### config.mk
export PLATFORM = sky130hd
export DESIGN_NAME = nibble_row_packer_unit_flat
export DESIGN_NICKNAME = d
export VERILOG_FILES = /design/src/hdl/nrp_pkg.sv /design/src/hdl/nrp_if.sv /design/src/hdl/nrp_front.sv /design/src/hdl/nrp_queue.sv /design/src/hdl/nrp_back.sv /design/src/hdl/nibble_row_packer_unit.sv /design/src/flat_wrapper.sv
export VERILOG_INCLUDE_DIRS = /design/src /design/src/hdl
export SDC_FILE = /design/constraint.sdc
export NUM_CORES = 1
export LEC_CHECK = 0
export BUFFER_PORTS_ARGS = -buffer_cell sky130_fd_sc_hd__buf_2
export CAP_MARGIN = 20
export CORE_ASPECT_RATIO = 0.9
export CORE_MARGIN = 2
export CORE_UTILIZATION = 38
export CTS_CLUSTER_SIZE = 28
export DETAILED_ROUTE_END_ITERATION = 10
export SLEW_MARGIN = 5
export SYNTH_ARGS = -nofsm -noshare
export SYNTH_HDL_FRONTEND = slang
export SYNTH_SLANG_ARGS = --single-unit
### constraint.sdc
create_clock -name clk_i -period 6.6 [get_ports clk_i]
set_input_delay 0.99 -clock clk_i [delete_from_list [all_inputs] [get_ports clk_i]]
set_output_delay 0.99 -clock clk_i [all_outputs]
set_load 0.02 [all_outputs]
### src/hdl/assert_macros.svh
// Assertion macros shared by the nibble row packer modules.
`ifndef ASSERT_MACROS_SVH
`define ASSERT_MACROS_SVH

// Check a property at each rising clock edge outside reset.
`define NRP_ASSERT(lbl, clk, rst_n, prop) \
  lbl: assert property (@(posedge clk) disable iff (!rst_n) (prop)) \
    else $error("nibble row packer assertion failed");

// Check that an implication holds from one edge to the next.
`define NRP_ASSERT_NEXT(lbl, clk, rst_n, cond, conseq) \
  `NRP_ASSERT(lbl, clk, rst_n, (cond) |=> (conseq))

`endif

### src/hdl/nrp_pkg.sv
// Types and constants for the nibble row packer.
package nrp_pkg;

  localparam int unsigned PIX_W    = 8;
  localparam int unsigned NIB_W    = 4;
  localparam int unsigned COL_W    = 12;
  localparam int unsigned ROW_W    = 12;
  localparam int unsigned OUT_AW   = 24;
  localparam int unsigned PITCH_W  = 13;
  localparam int unsigned CFG_DW   = 13;
  localparam int unsigned CFG_IW   = 2;
  localparam int unsigned QUEUE_DEPTH = 2;

  localparam logic [CFG_IW-1:0] CFG_ROW_PITCH  = 2'd0;
  localparam logic [CFG_IW-1:0] CFG_ODD_START  = 2'd1;
  localparam logic [CFG_IW-1:0] CFG_KEY_ENABLE = 2'd2;
  localparam logic [CFG_IW-1:0] CFG_KEY_INDEX  = 2'd3;

  localparam logic [PITCH_W-1:0] PITCH_RESET = 13'd1;

  typedef struct packed {
    logic [PITCH_W-1:0] row_pitch;
    logic               odd_start;
    logic               key_en;
    logic [PIX_W-1:0]   key_idx;
  } cfg_t;

  typedef struct packed {
    logic [NIB_W-1:0] nib;
    logic             keep;
    logic             first;
    logic             last;
    logic             parity;
  } pix_ctrl_t;

endpackage

### src/hdl/nrp_if.sv
// Request channels of the nibble row packer: pixel input and byte write output.
interface nrp_pix_if;
  logic        valid;
  logic        ready;
  logic [7:0]  pixel_index;
  logic        row_first;
  logic        row_last;
  logic [11:0] start_column;
  logic [11:0] start_row;

  modport source (output valid, pixel_index, row_first, row_last, start_column, start_row,
                  input ready);
  modport sink (input valid, pixel_index, row_first, row_last, start_column, start_row,
                output ready);
endinterface

interface nrp_wr_if;
  logic        valid;
  logic        ready;
  logic [23:0] byte_address;
  logic [7:0]  write_data;
  logic [1:0]  nibble_enable;
  logic        write_last;

  modport source (output valid, byte_address, write_data, nibble_enable, write_last,
                  input ready);
  modport sink (input valid, byte_address, write_data, nibble_enable, write_last,
                output ready);
endinterface

### src/hdl/nrp_front.sv
// Front stage: key test, nibble extract, start parity and row base product.
module nrp_front #(
  parameter int unsigned ADDR_BITS  = 24,
  parameter int unsigned COORD_BITS = 12
) (
  input  nrp_pkg::cfg_t       cfg_i,
  input  logic [7:0]          pixel_index_i,
  input  logic                row_first_i,
  input  logic                row_last_i,
  input  logic [11:0]         start_column_i,
  input  logic [11:0]         start_row_i,
  output nrp_pkg::pix_ctrl_t  ctrl_o,
  output logic [ADDR_BITS-1:0] prod_o,
  output logic [ADDR_BITS-1:0] half_o
);
  import nrp_pkg::*;

  localparam int unsigned CW = (COORD_BITS < COL_W) ? COORD_BITS : COL_W;
  localparam int unsigned PW = CW + PITCH_W;

  logic [CW-1:0] col;
  logic [CW-1:0] row;
  logic [PW-1:0] prod_full;
  logic [CW:0]   col_sum;

  assign col       = start_column_i[CW-1:0];
  assign row       = start_row_i[CW-1:0];
  assign prod_full = PW'(row) * PW'(cfg_i.row_pitch);
  assign col_sum   = {1'b0, col} + {{CW{1'b0}}, cfg_i.odd_start};

  assign prod_o = ADDR_BITS'(prod_full);
  assign half_o = ADDR_BITS'(col_sum[CW:1]);

  assign ctrl_o.nib    = pixel_index_i[NIB_W-1:0];
  assign ctrl_o.keep   = !(cfg_i.key_en && (pixel_index_i == cfg_i.key_idx));
  assign ctrl_o.first  = row_first_i;
  assign ctrl_o.last   = row_last_i;
  assign ctrl_o.parity = col[0] ^ cfg_i.odd_start;

endmodule

### src/hdl/nrp_queue.sv
// Short flop queue between the front and back stages.
`include "assert_macros.svh"
module nrp_queue #(
  parameter int unsigned WIDTH = 8,
  parameter int unsigned DEPTH = 2
) (
  input  logic             clk_i,
  input  logic             rst_ni,
  input  logic             push_i,
  input  logic [WIDTH-1:0] push_data_i,
  output logic             full_o,
  input  logic             pop_i,
  output logic [WIDTH-1:0] pop_data_o,
  output logic             empty_o
);
  localparam int unsigned AW = (DEPTH > 1) ? $clog2(DEPTH) : 1;
  localparam int unsigned CNTW = $clog2(DEPTH + 1);

  logic [WIDTH-1:0] mem_q [DEPTH];
  logic [AW-1:0]    wptr_q, wptr_d, rptr_q, rptr_d;
  logic [CNTW-1:0]  count_q, count_d;
  logic             push, pop;

  assign full_o     = (count_q == CNTW'(DEPTH));
  assign empty_o    = (count_q == '0);
  assign push       = push_i && !full_o;
  assign pop        = pop_i && !empty_o;
  assign pop_data_o = mem_q[rptr_q];

  always_comb begin
    wptr_d  = wptr_q;
    rptr_d  = rptr_q;
    count_d = count_q;
    if (push) begin
      wptr_d = (wptr_q == AW'(DEPTH - 1)) ? '0 : wptr_q + 1'b1;
    end
    if (pop) begin
      rptr_d = (rptr_q == AW'(DEPTH - 1)) ? '0 : rptr_q + 1'b1;
    end
    if (push && !pop) begin
      count_d = count_q + 1'b1;
    end else if (pop && !push) begin
      count_d = count_q - 1'b1;
    end
  end

  always_ff @(posedge clk_i or negedge rst_ni) begin
    if (!rst_ni) begin
      wptr_q  <= '0;
      rptr_q  <= '0;
      count_q <= '0;
    end else begin
      wptr_q  <= wptr_d;
      rptr_q  <= rptr_d;
      count_q <= count_d;
    end
  end

  always_ff @(posedge clk_i) begin
    if (push) begin
      mem_q[wptr_q] <= push_data_i;
    end
  end

  `NRP_ASSERT(a_count_bound, clk_i, rst_ni, count_q <= CNTW'(DEPTH))
  `NRP_ASSERT_NEXT(a_count_up, clk_i, rst_ni, push && !pop, count_q == $past(count_q) + 1'b1)
  `NRP_ASSERT_NEXT(a_ptr_gap, clk_i, rst_ni, push && pop, count_q == $past(count_q))

endmodule

### src/hdl/nrp_back.sv
// Back stage: row position, nibble packing and registered byte write.
`include "assert_macros.svh"
module nrp_back #(
  parameter int unsigned ADDR_BITS = 24
) (
  input  logic                 clk_i,
  input  logic                 rst_ni,
  input  logic                 avail_i,
  input  nrp_pkg::pix_ctrl_t   ctrl_i,
  input  logic [ADDR_BITS-1:0] prod_i,
  input  logic [ADDR_BITS-1:0] half_i,
  output logic                 pop_o,
  nrp_wr_if.source             wr
);
  import nrp_pkg::*;

  localparam int unsigned OW = (ADDR_BITS < OUT_AW) ? ADDR_BITS : OUT_AW;

  logic [ADDR_BITS-1:0] addr_q, addr_d, base;
  logic                 parity_q, parity_d, par;
  logic [7:0]           pdata_q, pdata_d, pd, pd_ins;
  logic [1:0]           pen_q, pen_d, pe, pe_ins;
  logic                 emit;
  logic                 ovalid_q, ovalid_d;
  logic [OUT_AW-1:0]    oaddr_q;
  logic [7:0]           odata_q;
  logic [1:0]           oen_q;
  logic                 olast_q;

  assign pop_o = avail_i && (!ovalid_q || wr.ready);

  always_comb begin
    base = ctrl_i.first ? (prod_i + half_i) : addr_q;
    par  = ctrl_i.first ? ctrl_i.parity : parity_q;
    pd   = ctrl_i.first ? 8'h00 : pdata_q;
    pe   = ctrl_i.first ? 2'b00 : pen_q;
    pd_ins = pd;
    pe_ins = pe;
    if (ctrl_i.keep) begin
      pd_ins = par ? {ctrl_i.nib, pd[3:0]} : {pd[7:4], ctrl_i.nib};
      pe_ins = pe | (par ? 2'b10 : 2'b01);
    end
    emit = ctrl_i.last || (par && (pe_ins != 2'b00));

    addr_d   = addr_q;
    parity_d = parity_q;
    pdata_d  = pdata_q;
    pen_d    = pen_q;
    if (pop_o) begin
      addr_d   = par ? base + 1'b1 : base;
      parity_d = !par;
      pdata_d  = (par || ctrl_i.last) ? 8'h00 : pd_ins;
      pen_d    = (par || ctrl_i.last) ? 2'b00 : pe_ins;
    end

    ovalid_d = ovalid_q && !wr.ready;
    if (pop_o && emit) begin
      ovalid_d = 1'b1;
    end
  end

  always_ff @(posedge clk_i or negedge rst_ni) begin
    if (!rst_ni) begin
      addr_q   <= '0;
      parity_q <= 1'b0;
      pdata_q  <= '0;
      pen_q    <= '0;
      ovalid_q <= 1'b0;
    end else begin
      addr_q   <= addr_d;
      parity_q <= parity_d;
      pdata_q  <= pdata_d;
      pen_q    <= pen_d;
      ovalid_q <= ovalid_d;
    end
  end

  always_ff @(posedge clk_i) begin
    if (pop_o && emit) begin
      oaddr_q <= OUT_AW'(base[OW-1:0]);
      odata_q <= pd_ins;
      oen_q   <= pe_ins;
      olast_q <= ctrl_i.last;
    end
  end

  assign wr.valid         = ovalid_q;
  assign wr.byte_address  = oaddr_q;
  assign wr.write_data    = odata_q;
  assign wr.nibble_enable = oen_q;
  assign wr.write_last    = olast_q;

  `NRP_ASSERT_NEXT(a_last_emits, clk_i, rst_ni, pop_o && ctrl_i.last,
                   wr.valid && wr.write_last)
  `NRP_ASSERT_NEXT(a_last_clears, clk_i, rst_ni, pop_o && ctrl_i.last, pen_q == 2'b00)
  `NRP_ASSERT_NEXT(a_parity_flip, clk_i, rst_ni, pop_o && !ctrl_i.first,
                   parity_q != $past(parity_q))
  `NRP_ASSERT(a_data_enables, clk_i, rst_ni,
              ((pen_q[0] || pdata_q[3:0] == 4'h0) && (pen_q[1] || pdata_q[7:4] == 4'h0)))

endmodule

### src/hdl/nibble_row_packer_unit.sv
// Top level of the nibble row packer: configuration registers, front, queue and back.
// Packs a stream of 8-bit palette indices, one pixel request per cycle while ready is
// high, into byte writes for a 4-bit-per-pixel framebuffer, skipping pixels equal to the
// transparent key when enabled. A row_first request loads the byte address start_row *
// row_pitch_bytes + (start_column + odd_nibble_start) / 2; a write request leaves when a
// high nibble closes a byte holding any pixel, and always on row_last (write_last set).
// The block sustains one pixel per clock while the queue has room; a pixel passes the
// front multiply into a two-entry queue, then the back stage's pack and output register,
// which drives write valid. Configuration applies to requests accepted after the write.
module nibble_row_packer_unit #(
  parameter int unsigned ADDR_BITS  = 24,
  parameter int unsigned COORD_BITS = 12
) (
  input  logic                      clk_i,
  input  logic                      rst_ni,
  input  logic                      cfg_we_i,
  input  logic [nrp_pkg::CFG_IW-1:0] cfg_idx_i,
  input  logic [nrp_pkg::CFG_DW-1:0] cfg_data_i,
  nrp_pix_if.sink                   pix_i,
  nrp_wr_if.source                  wr_o
);
  import nrp_pkg::*;

  localparam int unsigned QW = $bits(pix_ctrl_t) + 2 * ADDR_BITS;

  cfg_t                 cfg_q;
  pix_ctrl_t            f_ctrl, b_ctrl;
  logic [ADDR_BITS-1:0] f_prod, f_half, b_prod, b_half;
  logic                 q_full, q_empty, b_pop;
  logic [QW-1:0]        q_out;

  always_ff @(posedge clk_i or negedge rst_ni) begin
    if (!rst_ni) begin
      cfg_q.row_pitch <= PITCH_RESET;
      cfg_q.odd_start <= 1'b0;
      cfg_q.key_en    <= 1'b0;
      cfg_q.key_idx   <= '0;
    end else if (cfg_we_i) begin
      case (cfg_idx_i)
        CFG_ROW_PITCH:  cfg_q.row_pitch <= cfg_data_i[PITCH_W-1:0];
        CFG_ODD_START:  cfg_q.odd_start <= cfg_data_i[0];
        CFG_KEY_ENABLE: cfg_q.key_en    <= cfg_data_i[0];
        CFG_KEY_INDEX:  cfg_q.key_idx   <= cfg_data_i[PIX_W-1:0];
        default: begin
        end
      endcase
    end
  end

  nrp_front #(
    .ADDR_BITS  (ADDR_BITS),
    .COORD_BITS (COORD_BITS)
  ) u_front (
    .cfg_i          (cfg_q),
    .pixel_index_i  (pix_i.pixel_index),
    .row_first_i    (pix_i.row_first),
    .row_last_i     (pix_i.row_last),
    .start_column_i (pix_i.start_column),
    .start_row_i    (pix_i.start_row),
    .ctrl_o         (f_ctrl),
    .prod_o         (f_prod),
    .half_o         (f_half)
  );

  assign pix_i.ready = !q_full;

  nrp_queue #(
    .WIDTH (QW),
    .DEPTH (QUEUE_DEPTH)
  ) u_queue (
    .clk_i       (clk_i),
    .rst_ni      (rst_ni),
    .push_i      (pix_i.valid),
    .push_data_i ({f_ctrl, f_prod, f_half}),
    .full_o      (q_full),
    .pop_i       (b_pop),
    .pop_data_o  (q_out),
    .empty_o     (q_empty)
  );

  assign {b_ctrl, b_prod, b_half} = q_out;

  nrp_back #(
    .ADDR_BITS (ADDR_BITS)
  ) u_back (
    .clk_i   (clk_i),
    .rst_ni  (rst_ni),
    .avail_i (!q_empty),
    .ctrl_i  (b_ctrl),
    .prod_i  (b_prod),
    .half_i  (b_half),
    .pop_o   (b_pop),
    .wr      (wr_o)
  );

endmodule
### src/flat_wrapper.sv
// flat-port wrapper written by rule: the top's interface ports become plain ports
module nibble_row_packer_unit_flat import nrp_pkg::*;
#(
  parameter int unsigned ADDR_BITS  = 24,
  parameter int unsigned COORD_BITS = 12
)
  (clk_i, rst_ni, cfg_we_i, cfg_idx_i, cfg_data_i, pix_i_valid, pix_i_pixel_index, pix_i_row_first, pix_i_row_last, pix_i_start_column, pix_i_start_row, pix_i_ready, wr_o_valid, wr_o_byte_address, wr_o_write_data, wr_o_nibble_enable, wr_o_write_last, wr_o_ready);
  nrp_pix_if pix_i_i ();
  nrp_wr_if wr_o_i ();
  input  logic clk_i;
  input  logic rst_ni;
  input  logic cfg_we_i;
  input  logic [nrp_pkg::CFG_IW-1:0] cfg_idx_i;
  input  logic [nrp_pkg::CFG_DW-1:0] cfg_data_i;
  input wire logic [$bits(pix_i_i.valid)-1:0] pix_i_valid;
  input wire logic [$bits(pix_i_i.pixel_index)-1:0] pix_i_pixel_index;
  input wire logic [$bits(pix_i_i.row_first)-1:0] pix_i_row_first;
  input wire logic [$bits(pix_i_i.row_last)-1:0] pix_i_row_last;
  input wire logic [$bits(pix_i_i.start_column)-1:0] pix_i_start_column;
  input wire logic [$bits(pix_i_i.start_row)-1:0] pix_i_start_row;
  output wire logic [$bits(pix_i_i.ready)-1:0] pix_i_ready;
  output wire logic [$bits(wr_o_i.valid)-1:0] wr_o_valid;
  output wire logic [$bits(wr_o_i.byte_address)-1:0] wr_o_byte_address;
  output wire logic [$bits(wr_o_i.write_data)-1:0] wr_o_write_data;
  output wire logic [$bits(wr_o_i.nibble_enable)-1:0] wr_o_nibble_enable;
  output wire logic [$bits(wr_o_i.write_last)-1:0] wr_o_write_last;
  input wire logic [$bits(wr_o_i.ready)-1:0] wr_o_ready;
  assign pix_i_i.valid = pix_i_valid;
  assign pix_i_i.pixel_index = pix_i_pixel_index;
  assign pix_i_i.row_first = pix_i_row_first;
  assign pix_i_i.row_last = pix_i_row_last;
  assign pix_i_i.start_column = pix_i_start_column;
  assign pix_i_i.start_row = pix_i_start_row;
  assign pix_i_ready = pix_i_i.ready;
  assign wr_o_valid = wr_o_i.valid;
  assign wr_o_byte_address = wr_o_i.byte_address;
  assign wr_o_write_data = wr_o_i.write_data;
  assign wr_o_nibble_enable = wr_o_i.nibble_enable;
  assign wr_o_write_last = wr_o_i.write_last;
  assign wr_o_i.ready = wr_o_ready;
  nibble_row_packer_unit #(.ADDR_BITS(ADDR_BITS), .COORD_BITS(COORD_BITS)) u_core (.clk_i(clk_i), .rst_ni(rst_ni), .cfg_we_i(cfg_we_i), .cfg_idx_i(cfg_idx_i), .cfg_data_i(cfg_data_i), .pix_i(pix_i_i), .wr_o(wr_o_i));
endmodule
**Word-level counts from Yosys, hierarchy flattened**

Memory sizes are Yosys's and may differ from the RTL's.
Index checks and enable logic that the tools add are counted.

- Bits in registers: 98
- Memory bits (writable): 88
- Output and inout port bits: 37
- Memories: 1

- $add $sub $neg: 7
- $mul: 1
- Equality and inequality tests: 5
- Mux-type cells: 18
- Bitwise gates (word level): 2
- Reductions and logical operators: 28

Memory list:

| name | depth | width | rd ports | clocked after Yosys merged registers in | write ports | line | text |
|---|---|---|---|---|---|---|---|
| u_core.u_queue.mem_q | 2 | 44 | 1 | 0 | 1 | nrp_queue.sv:19 | `logic [WIDTH-1:0] mem_q [DEPTH];` |

Operators by type and width:

| operator | number |
|---|---|
| 24-bit two-way mux | 2 |
| 8-bit two-way mux | 4 |
| 24-bit by 1-bit adder with 24-bit output, second input constant | 1 |
| 24-bit adder | 1 |
| 12-bit by 13-bit multiplier with 24-bit output | 1 |
| 12-bit by 1-bit adder with 13-bit output | 1 |
| 2-bit two-way mux | 6 |
| 1-bit logical AND | 9 |
| 8-bit equality test | 1 |
| 1-bit zero test | 8 |
| 2-bit AND reduction | 4 |
| 2-bit equality test, second input constant | 3 |
| 1-bit two-way mux | 6 |
| 2-bit zero test | 2 |
| 2-bit nonzero test | 2 |
| 1-bit logical OR | 3 |
| 1-bit adder, second input constant | 2 |
| 2-bit by 1-bit adder with 2-bit output, second input constant | 1 |
| 2-bit by 1-bit equality test with 1-bit output, second input constant | 1 |
| 2-bit bitwise OR | 1 |
| 2-bit by 1-bit subtractor with 2-bit output, second input constant | 1 |
| 1-bit XOR | 1 |

**Longest topological paths before layout**

An unclocked memory read counts as a cell.

- Depth after elaboration: 10
- Depth in mapped cells: 22

**By module**

Synthesis repeated with hierarchy kept, for this count alone.

- Cells, all modules: 1443
- Area, all modules: 15685.0 µm²

By module, submodules not included:

| module | times used | cells each | area each (µm²) | seq. area each (µm²) |
|---|---|---|---|---|
| nrp_front | 1 | 677 | 5526.6 | 0.0 |
| nrp_back | 1 | 520 | 4902.2 | 1951.9 |
| nrp_queue | 1 | 193 | 4357.9 | 3463.3 |
| nibble_row_packer_unit | 1 | 53 | 898.4 | 576.8 |

**Least setup slack after synthesis**

No wires, ideal clock.

- Path type: input to register
- Start: input pix_i_start_row[5]
- End: memory u_core.u_queue.mem_q[0][35] (netlist name) (data pin)
- Library setup time: 0.264 ns
- Arrival: 5.992 ns
- Path slack: 0.344 ns
- Stages on the path: 19
- Buffers on the path: 1
- Cells stage by stage: clkbuf_1 nand2_1 fa_1 inv_1 fa_1 fa_1 fa_1 inv_1 fa_1 inv_1 ha_1 or2_2 a21oi_1 a31oi_1 a211o_1 or4_1 a31o_2 a21oi_1 xnor2_1

- Word-level cells in the longest chain between the ends: 1

RTL lines:

| what | line | text |
|---|---|---|
| start: declaration | flat_wrapper.sv:20 | `input wire logic [$bits(pix_i_i.start_row)-1:0] pix_i_start_row;` |
| 12-bit by 13-bit multiplier with 24-bit output | nrp_front.sv:28 | `assign prod_full = PW'(row) * PW'(cfg_i.row_pitch);` |
| net u_core.f_prod[23] | nibble_row_packer_unit.sv:28 | `logic [ADDR_BITS-1:0] f_prod, f_half, b_prod, b_half;` |
| end: declaration | nrp_queue.sv:19 |  |

The timed path passes the listed nets, and every way through them passes these cells.

**Worst setup path in the final report**

- Start: input pix_i_start_row[3]
- End: memory u_core.u_queue.mem_q[0][35] (netlist name) (data pin)

The elaborated chain is that of the path after synthesis.

==> impl_metrics.sql <==
INSERT INTO impl_metrics (metric_group, metric, value, unit) VALUES
('status', 'run_status', 'completed', ''),
('logic_synthesis', 'synth.yosys.warnings', '0', ''),
('cts', 'worst_setup_hold_path_clk_slew', '0.07', 'ns'),
('worst_setup_path', 'crit_path_max_incr_delay', '0.54', 'ns'),
('drt', 'detail_route.iter0.violations', '497', ''),
('drt', 'route.vias.total', '9238', ''),
('cts', 'cts_inserted_buffers', '17', ''),
('place', 'hpwlAfterDp', '23100', 'um'),
('worst_setup_path', 'crit_family', 'adder cells', ''),
('cts', 'cts.sinks', '186', ''),
('grt', 'grt_antenna_before_repair', '0', ''),
('sta', 'finalCritPeriodShare', '91.8', '%'),
('sta', 'max_slew.worst_pin.slew', '0.946', 'ns'),
('drt', 'drt-vias-per-instance', '4.99', ''),
('cells_and_area', 'commonest_cells_after_routing_fill_and_taps_aside', 'nand2_1 (174), inv_1 (167), edfxtp_1 (123), fa_1 (110), buf_2 (91)', ''),
('worst_setup_path', 'setup.worst_path.end_class', 'flop', ''),
('logic_synthesis', 'synth_async_sr_flop_share', '33.9', '%'),
('die', 'core', '36100', 'um2'),
('sta', 'fmaxAchievable', '0.165', 'GHz'),
('cells_and_area', 'antenna_cells', '0', ''),
('cells_and_area', 'fin_nets', '1604', ''),
('cts', 'post_cts_buffers', '0', ''),
('flow_run', 'max_cap_violations', '0', ''),
('logic_synthesis', 'synth.yosys.seq_area_share', '38.0', '%'),
('grt', 'global_route_wire_length_before_repair', '48900', 'um'),
('sta', 'grt_setup_unrepaired', 'no', ''),
('cts', 'htreeDepth', '4', ''),
('drt', 'wl_per_cell', '16.2', 'um'),
('logic_synthesis', 'synth.distinct_cells', '79', ''),
('worst_setup_path', 'critical_path_class', 'in2reg', ''),
('worst_setup_path', 'crit_chain', 'buf_2 > nand2_1 > fa_1 > fa_1 > inv_1 > fa_1 > fa_1 > inv_1 > fa_1 > inv_1 > ha_1 > or2_2 > o31a_1 > o211ai_1 > a31oi_1 > a211o_1 > or4_1 > a31o_2 > a21oi_1 > xnor2_1', ''),
('min_path', 'worst_hold_check_path_type', 'reg2reg', ''),
('cts', 'cts-root-buf', 'clkbuf_16', ''),
('cts', 'cts_tree', 'built', ''),
('grt', 'grt_start_max_net_pins', '68', ''),
('logic_synthesis', 'synth-edff-count', '123', ''),
('worst_setup_path', 'kind_of_launch_point_of_the_worst_setup_path', 'input pin', ''),
('cts', 'cts_max_path_buffers', '2', ''),
('logic_synthesis', 'synth-seq-cells', '186', ''),
('die', 'placementRows', '66', ''),
('cells_and_area', 'synthToLayoutAreaGrowth', '11.1', '%'),
('sta', 'final-setup-viol-count', '0', ''),
('place', 'port-buffer-count', '90', ''),
('logic_synthesis', 'synth_largest_type_area_fraction', '26.6', '%'),
('cells_and_area', 'finalNonFillerCells', '1853', ''),
('grt', 'globalRouteTotalUtil', '16.6', '%'),
('drt', 'drt_pre_antenna_iters', '5', ''),
('logic_synthesis', 'ys.flop_type', 'edfxtp_1', ''),
('cts', 'clk_latency', '0.45', 'ns'),
('cts', 'cts.hold.buffers_added', '0', ''),
('grt', 'globalRoute.totalOverflow', '0', ''),
('sta', 'worst_slew_margin_rel', '36.8', '%'),
('logic_synthesis', 'syn_nets', '1532', ''),
('place', 'dp.cells', '1819', ''),
('worst_setup_path', 'crit_buf_inv', '4', ''),
('worst_setup_path', 'critPathMostFrequentCell', 'fa_1', ''),
('drt', 'drc', '0', ''),
('cts', 'cts_repair_resize_count', '0', ''),
('logic_synthesis', 'netlist_instances', '1292', ''),
('place', 'gp_routability_congestion', '0.865', ''),
('logic_synthesis', 'synth_area_leader_cell', 'edfxtp_1', ''),
('sta', 'finalCriticalPeriod', '6.06', 'ns'),
('worst_setup_path', 'worst-path-max-fanout', '13', ''),
('die', 'die_w', '205', 'um'),
('sta', 'timing.clock.skew', '0.0139', 'ns'),
('cells_and_area', 'post_route_cells_drive_above_1_share', '15.9', '%'),
('sta', 'timing_max_transition_violations_final', '0', ''),
('logic_synthesis', 'synth.top_cells.by_area', 'edfxtp_1 (27%), fa_1 (16%), dfrtp_1 (11%)', ''),
('die', 'num_io_pins', '91', ''),
('logic_synthesis', 'synthesized_cell_area', '13900', 'um2'),
('worst_setup_path', 'cp.arrival', '6.24', 'ns');
## worst paths after layout
kind	from	to	slack, ns	depth (start not counted)
max reg2reg	u_core.cfg_q[12]$_DFFE_PN0P_	u_core.u_queue.mem_q[0][35]$_DFFE_PP_	0.56	19
min reg2reg	u_core.u_back.addr_q[10]$_DFFE_PN0P_	u_core.u_back.addr_q[10]$_DFFE_PN0P_	0.48	2
max in group asynchronous	rst_ni	u_core.cfg_q[17]$_DFFE_PN0P_	5.24	2
min in group asynchronous	rst_ni	u_core.u_back.addr_q[6]$_DFFE_PN0P_	0.73	2
max	pix_i_start_row[3]	u_core.u_queue.mem_q[0][35]$_DFFE_PP_	0.54	20
min	u_core.u_back.addr_q[10]$_DFFE_PN0P_	u_core.u_back.addr_q[10]$_DFFE_PN0P_	0.48	2
## cells by family after synthesis
kind of cell               Yosys count  share of synthesized area, %
and+or+nand+nor                    398                          14.2
buffers and inverters              219                          6.28
adders and majority gates          186                          22.7
DFF                                186                          38.0
AOI/OAI and AO/OA                  150                          7.79
muxes                               89                          6.95
xor gates and xnor gates            64                          4.04
## final cells by class
cell class / instances / area [um2]
Inverter: 169 / 647
Fill cell: 3477 / 20700
Sequential cell: 186 / 5270
Clock inverter: 12 / 139
Tap cell: 476 / 596
Timing Repair Buffer: 103 / 562
Multi-Input combinational cell: 887 / 7750
Clock buffer: 20 / 437
## synthesized netlist by cell type, types with 3 or more instances
library cell  number
a211oi_1           5
or2_2              5
edfxtp_1         123
nand4_1            9
inv_1            168
o21ai_0           36
a21oi_1           25
o31ai_1            3
nand2b_1           7
and4_1             3
a22o_1            11
nor3_1            18
dfrtp_1           62
o21ai_1            3
a2111oi_0          3
clkbuf_1          35
nor4_1             7
a31oi_1            5
and2_1            66
buf_4              3
a211o_1            5
nor2_1            46
nand3b_1           3
xnor2_1           35
buf_2              8
mux2i_1           33
ha_1              76
or3_1              5
xor2_1            29
mux2_2            55
and3_1            12
nand3_1           26
o211ai_1           8
nand2_1          174
a21o_1            11
fa_1             110
o21a_1             5
## per-stage QoR
step / util [%] / hold slack (ns) / instance area (um2) / worst slack [ns]
after floorplan: - / 0.441 / 13900 / 0.344
after global placement: 41.0 / 0.462 / 14800 / 0.151
after detailed placement: 41.0 / 0.471 / 14800 / 0.0944
after CTS: 42.6 / 0.486 / 15400 / 0.568
after global routing: 42.7 / 0.524 / 15400 / 0.238
final: 42.7 / 0.484 / 15400 / 0.540
## routing by layer
layer	vias to the layer above	global-route usage [%]	share of wire, %
li1	4499	-	-
met1	4515	23.8	49
met2	195	25.2	44
met3	29	3.29	4.8
met4	0	5.38	1.8
met5	-	0	0
## registers in the layout, indices dropped and copies added, names as in the netlist, 2 cells and up
| name | flops |
|---|---|
| u_core.u_back.wr.byte_address | 24 |
| u_core.u_back.wr.write_data | 8 |
| u_core.u_queue.count_q | 2 |
| u_core.u_back.addr_q | 24 |
| u_core.cfg_q | 23 |
| u_core.u_back.pen_q | 2 |
| u_core.u_queue.mem_q | 88 |
| u_core.u_back.pdata_q | 8 |
| u_core.u_back.wr.nibble_enable | 2 |
## tightest hold or removal path: cells and delay by family, from the launching register on
kind	cells	cell delay, ns
AND/OR/NAND/NOR	1	0.04
AO/OA/AOI/OAI	1	0.06
flip-flops	1	0.34
Power is left out: the tool's default activity adds up to more than one toggle a clock period on the data nets, which glitch-free logic cannot reach.
